--- src/sv/rmu_pkg.sv ---
// Shared types and constants for the RMSProp weight update pipeline.
`default_nettype none
package rmu_pkg;

   localparam int unsigned ONE_Q16   = 65536;
   localparam int unsigned QUOT_BITS = 41;

   typedef enum logic [1:0] {
      REG_LEARN_RATE     = 2'd0,
      REG_SQUARE_DECAY   = 2'd1,
      REG_MOMENTUM_DECAY = 2'd2,
      REG_WEIGHT_DECAY   = 2'd3
   } reg_index_type;

   // Side data that rides alongside the root and divide pipelines.
   typedef struct packed {
      logic signed [31:0] w;
      logic signed [32:0] a;
      logic signed [32:0] k;
      logic               gneg;
      logic [31:0]        nms;
      logic               clip;
      logic [63:0]        num;
   } rmu_carry_type;

endpackage
`default_nettype wire

--- src/sv/rmu_back.sv ---
// Back end: step clip, momentum and weight sums with saturation.
`default_nettype none
module rmu_back (
   input  wire logic                        clock,
   input  wire logic                        reset,
   input  wire logic                        in_valid,
   input  wire logic [rmu_pkg::QUOT_BITS-1:0] in_quot,
   input  wire logic                        in_ovf,
   input  wire rmu_pkg::rmu_carry_type      in_carry,
   output logic                             out_valid,
   output logic signed [31:0]               out_new_weight,
   output logic [31:0]                      out_new_mean_square,
   output logic signed [31:0]               out_new_momentum,
   output logic                             out_saturated
);
   import rmu_pkg::*;

   localparam logic [QUOT_BITS-1:0] STEP_CLIP = QUOT_BITS'(1) << (QUOT_BITS - 1);

   // stage 1: new momentum
   logic [QUOT_BITS-1:0] qc;
   logic signed [43:0]   step, mom_raw;
   logic signed [31:0]   nmom_in;
   logic                 clip_m;

   always_comb begin
      qc      = (in_ovf || in_quot > STEP_CLIP) ? STEP_CLIP : in_quot;
      step    = in_carry.gneg ? -$signed(44'(qc)) : $signed(44'(qc));
      mom_raw = 44'(in_carry.a) - step;
      clip_m  = 1'b1;
      if (mom_raw > 44'sd2147483647) begin
         nmom_in = 32'sh7FFF_FFFF;
      end else if (mom_raw < -44'sd2147483648) begin
         nmom_in = 32'sh8000_0000;
      end else begin
         nmom_in = mom_raw[31:0];
         clip_m  = 1'b0;
      end
   end

   logic               v1_ff, clip1_ff;
   logic signed [31:0] nmom_ff, w1_ff;
   logic signed [32:0] k1_ff;
   logic [31:0]        nms1_ff;

   always_ff @(posedge clock) begin
      if (reset) begin
         v1_ff <= 1'b0;
      end else begin
         v1_ff <= in_valid;
      end
      clip1_ff <= in_carry.clip | clip_m;
      nmom_ff  <= nmom_in;
      w1_ff    <= in_carry.w;
      k1_ff    <= in_carry.k;
      nms1_ff  <= in_carry.nms;
   end

   // stage 2: new weight
   logic signed [35:0] w_raw;
   logic signed [31:0] nw_in;
   logic               clip_w;

   always_comb begin
      w_raw  = 36'(w1_ff) + 36'(nmom_ff) - 36'(k1_ff);
      clip_w = 1'b1;
      if (w_raw > 36'sd2147483647) begin
         nw_in = 32'sh7FFF_FFFF;
      end else if (w_raw < -36'sd2147483648) begin
         nw_in = 32'sh8000_0000;
      end else begin
         nw_in  = w_raw[31:0];
         clip_w = 1'b0;
      end
   end

   logic               v2_ff, sat_ff;
   logic signed [31:0] nw_ff, nmom2_ff;
   logic [31:0]        nms2_ff;

   always_ff @(posedge clock) begin
      if (reset) begin
         v2_ff <= 1'b0;
      end else begin
         v2_ff <= v1_ff;
      end
      sat_ff   <= clip1_ff | clip_w;
      nw_ff    <= nw_in;
      nmom2_ff <= nmom_ff;
      nms2_ff  <= nms1_ff;
   end

   assign out_valid           = v2_ff;
   assign out_new_weight      = nw_ff;
   assign out_new_mean_square = nms2_ff;
   assign out_new_momentum    = nmom2_ff;
   assign out_saturated       = sat_ff;

endmodule
`default_nettype wire

--- config.mk ---
export PLATFORM = sky130hd
export DESIGN_NAME = rmu_back
export DESIGN_NICKNAME = d
export VERILOG_FILES = /design/src/sv/rmu_pkg.sv /design/src/sv/rmu_back.sv
export SDC_FILE = /design/constraint.sdc
export NUM_CORES = 1
export LEC_CHECK = 0
export BUFFER_PORTS_ARGS = -buffer_cell sky130_fd_sc_hd__clkbuf_2
export CORE_MARGIN = 2
export CORE_UTILIZATION = 25
export DETAILED_ROUTE_END_ITERATION = 12
export HOLD_SLACK_MARGIN = 0.1
export RECOVER_POWER = 50
export SYNTH_ARGS = -nofsm -noshare
export SYNTH_HDL_FRONTEND = slang
export SYNTH_SLANG_ARGS = --single-unit
export TNS_END_PERCENT = 30
--- constraint.sdc ---
create_clock -name clock -period 13.75 [get_ports clock]
set_input_delay 0.6875 -clock clock [delete_from_list [all_inputs] [get_ports clock]]
set_output_delay 0.6875 -clock clock [all_outputs]
set_load 0.01 [all_outputs]
## After elaboration in Yosys (flattened, before gate mapping)

Index checks and enable logic that the tools add are counted.

| storage, ports and cells | value |
|---|---|
| register bits after elaboration | 229 |
| logic and storage cells | 31 |

| cells by class | value |
|---|---|
| add/sub/neg operators | 4 |
| order comparisons | 5 |
| mux-type cells | 8 |
| bitwise gates (word level) | 2 |
| reduce and logical (&&, ||, !) cells | 1 |

Operator list:

| kind | number |
|---|---|
| $mux W32 | 2 |
| $gt A44 B32 Y1 const B | 1 |
| $lt A44 B32 Y1 const B | 1 |
| $mux W44 | 1 |
| $neg A41 Y44 | 1 |
| $sub A33 B44 Y44 | 1 |
| $gt A41 B41 Y1 const B | 1 |
| $mux W41 | 1 |
| $gt A34 B32 Y1 const B | 1 |
| $lt A34 B32 Y1 const B | 1 |
| $sub A33 B33 Y34 | 1 |
| $add A32 B32 Y33 | 1 |
| $mux W1 | 4 |
| $or A1 B1 Y1 | 2 |
| $logic_or A1 B1 Y1 | 1 |

## Longest topological paths before layout

| depth | value |
|---|---|
| depth in word-level cells | 10 |
| depth in mapped cells | 29 |

## Worst setup path after synthesis

Ideal clock, no wire load.

| path | value |
|---|---|
| path kind | input-to-reg |
| from | input in_quot[5] (netlist name) |
| to | register nmom_ff[30] |
| setup time | 117 ps |
| data arrival time | 6867 ps |
| setup slack | 6766 ps |
| cell stages on the path | 29 |
| buffers on the path | 5 |
| cells stage by stage | or4_1 nor3_2 and3_1 and3b_1 nand4_1 a21oi_1 clkbuf_1 nand2_1 ha_1 clkbuf_1 o21ai_0 or3b_2 a21o_1 nand3_1 ha_1 buf_6 a21oi_2 o21ai_1 a2111oi_4 nand4_1 a31oi_1 xnor2_1 or3_1 or4_1 or3b_1 buf_6 o21ai_4 buf_8 o21ai_2 |

| between the ends | value |
|---|---|
| longest elaborated chain between the ends | 8 |

Ends and longest elaborated chain:

| what | RTL line | text |
|---|---|---|
| start: declaration | rmu_back.sv:7 | `input wire logic [rmu_pkg::QUOT_BITS-1:0] in_quot,` |
| $gt A41 B41 Y1 | rmu_back.sv:27 | `qc = (in_ovf \|\| in_quot > STEP_CLIP) ? STEP_CLIP : in_quot;` |
| $logic_or A1 B1 Y1 | rmu_back.sv:27 |  |
| $mux W41 (*) | rmu_back.sv:27 |  |
| $neg A41 Y44 | rmu_back.sv:28 | `step = in_carry.gneg ? -$signed(44'(qc)) : $signed(44'(qc));` |
| $mux W44 (*) | rmu_back.sv:28 |  |
| $sub A33 B44 Y44 (*) | rmu_back.sv:29 | `mom_raw = 44'(in_carry.a) - step;` |
| $lt A44 B32 Y1 | rmu_back.sv:33 | `end else if (mom_raw < -44'sd2147483648) begin` |
| $mux W32 | rmu_back.sv:33 |  |
| end signal: assignment | rmu_back.sv:53 | `nmom_ff <= nmom_in;` |
| end: declaration | rmu_back.sv:42 | `logic signed [31:0] nmom_ff, w1_ff;` |

Every way passes the cells marked *; elsewhere a longest branch is shown, timed or not.
A chain may end at the register's enable or synchronous reset.

## Worst setup path in the final report

| path | value |
|---|---|
| from | input in_quot[4] (netlist name) |
| to | register nmom_ff[0] |

The elaborated chain is that of the path after synthesis.

==> results.toml <==
[routing]
route.detailed.vias_per_inst = 4.56
final_ant_viol_nets = 0
route.detailed.drc = 0
detail_route.wirelength_um = 34200
drtIter0Drc = 553
vias = 9991
detailedRoute.firstPassIterationCount = 5
routedWlPerCell_um = 15.6

[clock_tree]
clock-sinks = 229
clock_latency_ps = 520
post-cts-setup-buffers = 0
htree_levels = 1
cts_tree = "yes"
hold_buffers = 0
path_clk_slew_ps = 70
post_cts.resized_instances = 0
ctsRootBufferMaster = "sky130_fd_sc_hd__clkbuf_16"
max-clock-path-buffers = 3
cts_inserted_buffers = 22

[cells_and_area]
register_area_um2 = 4580
num-nets-final = 1924
fill_cells = 4888
diode_count = 0
mostFrequentLayoutCells = "sky130_fd_sc_hd__clkbuf_2 (265), sky130_fd_sc_hd__dfxtp_1 (229), sky130_fd_sc_hd__inv_1 (149)"
most_frequent_standard_cell_in_the_layout_excluding_fill_and_tap_cells = "sky130_fd_sc_hd__clkbuf_2"
finalNonFillerCells = 2192
multi_input_area_um2 = 6510
post_route_cells_drive_above_1_share = 0.221
syn2layout_area_growth_pct = 22.7

[pwr]
power.internal_mw = 1.66
switchingPower_mw = 1.05
power_mw = 2.72
pwr-share-seq = 0.321
p_leak_nw = 6.76
ir_worst_vdd_uv = 78.9
p_comb_frac = 0.448
clock_power_share = 0.231
power-per-cell-area_nw_per_um2 = 186
switching_share = 0.387

[placement]
final_weighted_congestion_of_routability_driven_global_placement = 0.935
placedCellCount = 2154
dpl.hpwl_um = 29200
dp_worst_setup_slack_ps = 4830
portBuffers = 274

[sta]
totalNegativeSetupSlack_ps = 0
clock.fmax_ghz = 0.119
fin_ws_ps = 5340
setup-violations-final = 0
rsz0062_at_grt = "no"
final_hold_viol_count = 0
final.min_clock_period_ps = 8410
timing.max_slew.rel_slack = 0.347
tightestPinTransition_ps = 965
final_period_util = 0.612
report.final.slew_viol_count = 0
fin_skew_ps = 20.9

[die]
initial_utilization = 0.254
width_of_the_die_um = 222
fp.dieArea_um2 = 49200
core_area_um2 = 46700
design.portCount = 339
die_h_um = 222
row_count = 79

[global_route]
grt_max_degree = 57
grt_first_pass_wirelength_um = 53700
groute.usage.overall = 0.136
antenna_found_initial = 0
grt_remaining_overflow = 0
first_global_vias = 9902

[synth]
synth-edff-count = 0
synth_cell_type_count = 75
syn_nets = 1659
synth-warning-count = 0
syn_inst_count = 1306
syn_area_per_cell_um2 = 9.09
yosysSeqAreaShare = 0.386
synthesized_flop_and_latch_total = 229
mappedNetlistArea_um2 = 11900
asyncSetResetFlopFracSynth = 0
synth_top_flop_cell = "sky130_fd_sc_hd__dfxtp_1"

[job]
max_cap_viol_count = 0

[setup_path]
timing.setup.critical_path_class = "input pin to register"
critPathMaxFanout = 21
setup.worst_path.start_class = "input pin"
critical_path_required_ps = 14110
critPathArrivalTime_ps = 8770
cp-end-kind = "register"

[status]
status = "finished, final reports clean"

[hold_path]
hp-class = "input pin to register"
-- layout make-up --
class / instances / area share
clock buffers: 30 / 0.0426
well taps: 607 / 0.0522
repair buffers: 277 / 0.0949
flip-flops and latches: 229 / 0.315
inverters: 150 / 0.0387
clock inverters: 8 / 0.00962
multi-input cells: 891 / 0.447
-- kinds of logic after synthesis --
group                    count (synthesis)  synth area share
multiplexers                             2           0.00179
adder cells (fa/ha/maj)                112             0.140
AND/OR/NAND/NOR                        337             0.142
AO/OA/AOI/OAI                          348             0.197
flip-flops                             229             0.386
XOR/XNOR                                92            0.0679
buffers and inverters                  186            0.0653
-- Yosys cell counts, types with 13 or more instances --
cell type	number	area share
sky130_fd_sc_hd__inv_1	149	0.047
sky130_fd_sc_hd__clkbuf_1	24	0.0076
sky130_fd_sc_hd__xnor2_1	63	0.046
sky130_fd_sc_hd__nor3_1	24	0.010
sky130_fd_sc_hd__o21ai_2	21	0.016
sky130_fd_sc_hd__nand3_1	24	0.010
sky130_fd_sc_hd__o21a_1	13	0.0082
sky130_fd_sc_hd__fa_1	34	0.057
sky130_fd_sc_hd__nor2_1	56	0.018
sky130_fd_sc_hd__dfxtp_1	229	0.39
sky130_fd_sc_hd__a21oi_1	69	0.029
sky130_fd_sc_hd__o21bai_1	15	0.0095
sky130_fd_sc_hd__ha_1	78	0.082
sky130_fd_sc_hd__nand2_1	114	0.036
sky130_fd_sc_hd__nand4_1	24	0.013
sky130_fd_sc_hd__o21ai_0	84	0.035
sky130_fd_sc_hd__a21o_1	47	0.030
sky130_fd_sc_hd__xor2_1	29	0.021
sky130_fd_sc_hd__o31ai_1	14	0.0089
-- worst paths after layout --
check                           slack [ps]         start                 endpoint  cells after the start
worst max-delay path                  5340    in_quot[4]               nmom_ff[0]                     25
worst min-delay path                   260  in_carry[82]              nms1_ff[17]                      1
worst min register to register         310   nms1_ff[23]  out_new_mean_square[23]                      0
worst max register to register        8910    nmom_ff[3]        out_new_weight[6]                     16
-- power groups by stage --
stage                     registers, mW  clock network (mW)  logic, mW
after global placement            0.890                   0       1.22
final                             0.872               0.627       1.22
after detailed placement          0.893                   0       1.23
after floorplan                   0.904                   0      0.815
after CTS                         0.878               0.648       1.23
after global routing              0.886               0.673       1.37
-- state kept, by name, indices dropped and copies added (netlist names) --
register             cells
out_valid                1
nms1_ff                 32
out_saturated            1
out_new_weight          32
k1_ff                   33
w1_ff                   32
out_new_momentum        32
nmom_ff                 32
clip1_ff                 1
out_new_mean_square     32
v1_ff                    1
-- critical path, stage by stage --
cell,delay (ps)
sky130_fd_sc_hd__clkbuf_2,110
sky130_fd_sc_hd__or4_1,590
sky130_fd_sc_hd__nor3_2,430
sky130_fd_sc_hd__and3_1,310
sky130_fd_sc_hd__and3b_1,250
sky130_fd_sc_hd__nand4_1,210
sky130_fd_sc_hd__a21oi_2,460
sky130_fd_sc_hd__nand2_1,150
sky130_fd_sc_hd__ha_1,360
sky130_fd_sc_hd__nand2_1,100
sky130_fd_sc_hd__nand2_1,80
sky130_fd_sc_hd__nand2_1,380
sky130_fd_sc_hd__o311ai_0,360
sky130_fd_sc_hd__ha_1,450
sky130_fd_sc_hd__o21ai_0,100
sky130_fd_sc_hd__o21bai_1,190
sky130_fd_sc_hd__nand4_1,190
sky130_fd_sc_hd__a2111oi_0,770
sky130_fd_sc_hd__nand2b_1,300
sky130_fd_sc_hd__a31oi_1,140
sky130_fd_sc_hd__xnor2_1,160
sky130_fd_sc_hd__or4_1,490
sky130_fd_sc_hd__or3b_1,590
sky130_fd_sc_hd__o21ai_4,700
sky130_fd_sc_hd__o21ai_0,180
-- per-layer routing --
layer	wire length [um]	vias to the layer above	part of all wire	GRT usage
met2	16000	326	0.47	0.235
li1	-	5039	-	-
met5	0	-	0	0
met1	15700	4585	0.46	0.177
met3	1750	41	0.051	0.0168
met4	738	0	0.022	0.0392
-- stage by stage --
stage,utilization,area [um2],hold WS [ps]
detailed placement,0.296,13800,312
finish,0.312,14600,263
floorplan,-,11900,310
global placement,0.296,13800,310
global route,0.312,14600,236
CTS,0.312,14600,232
Note: power is estimated with default switching activity, not from simulation.
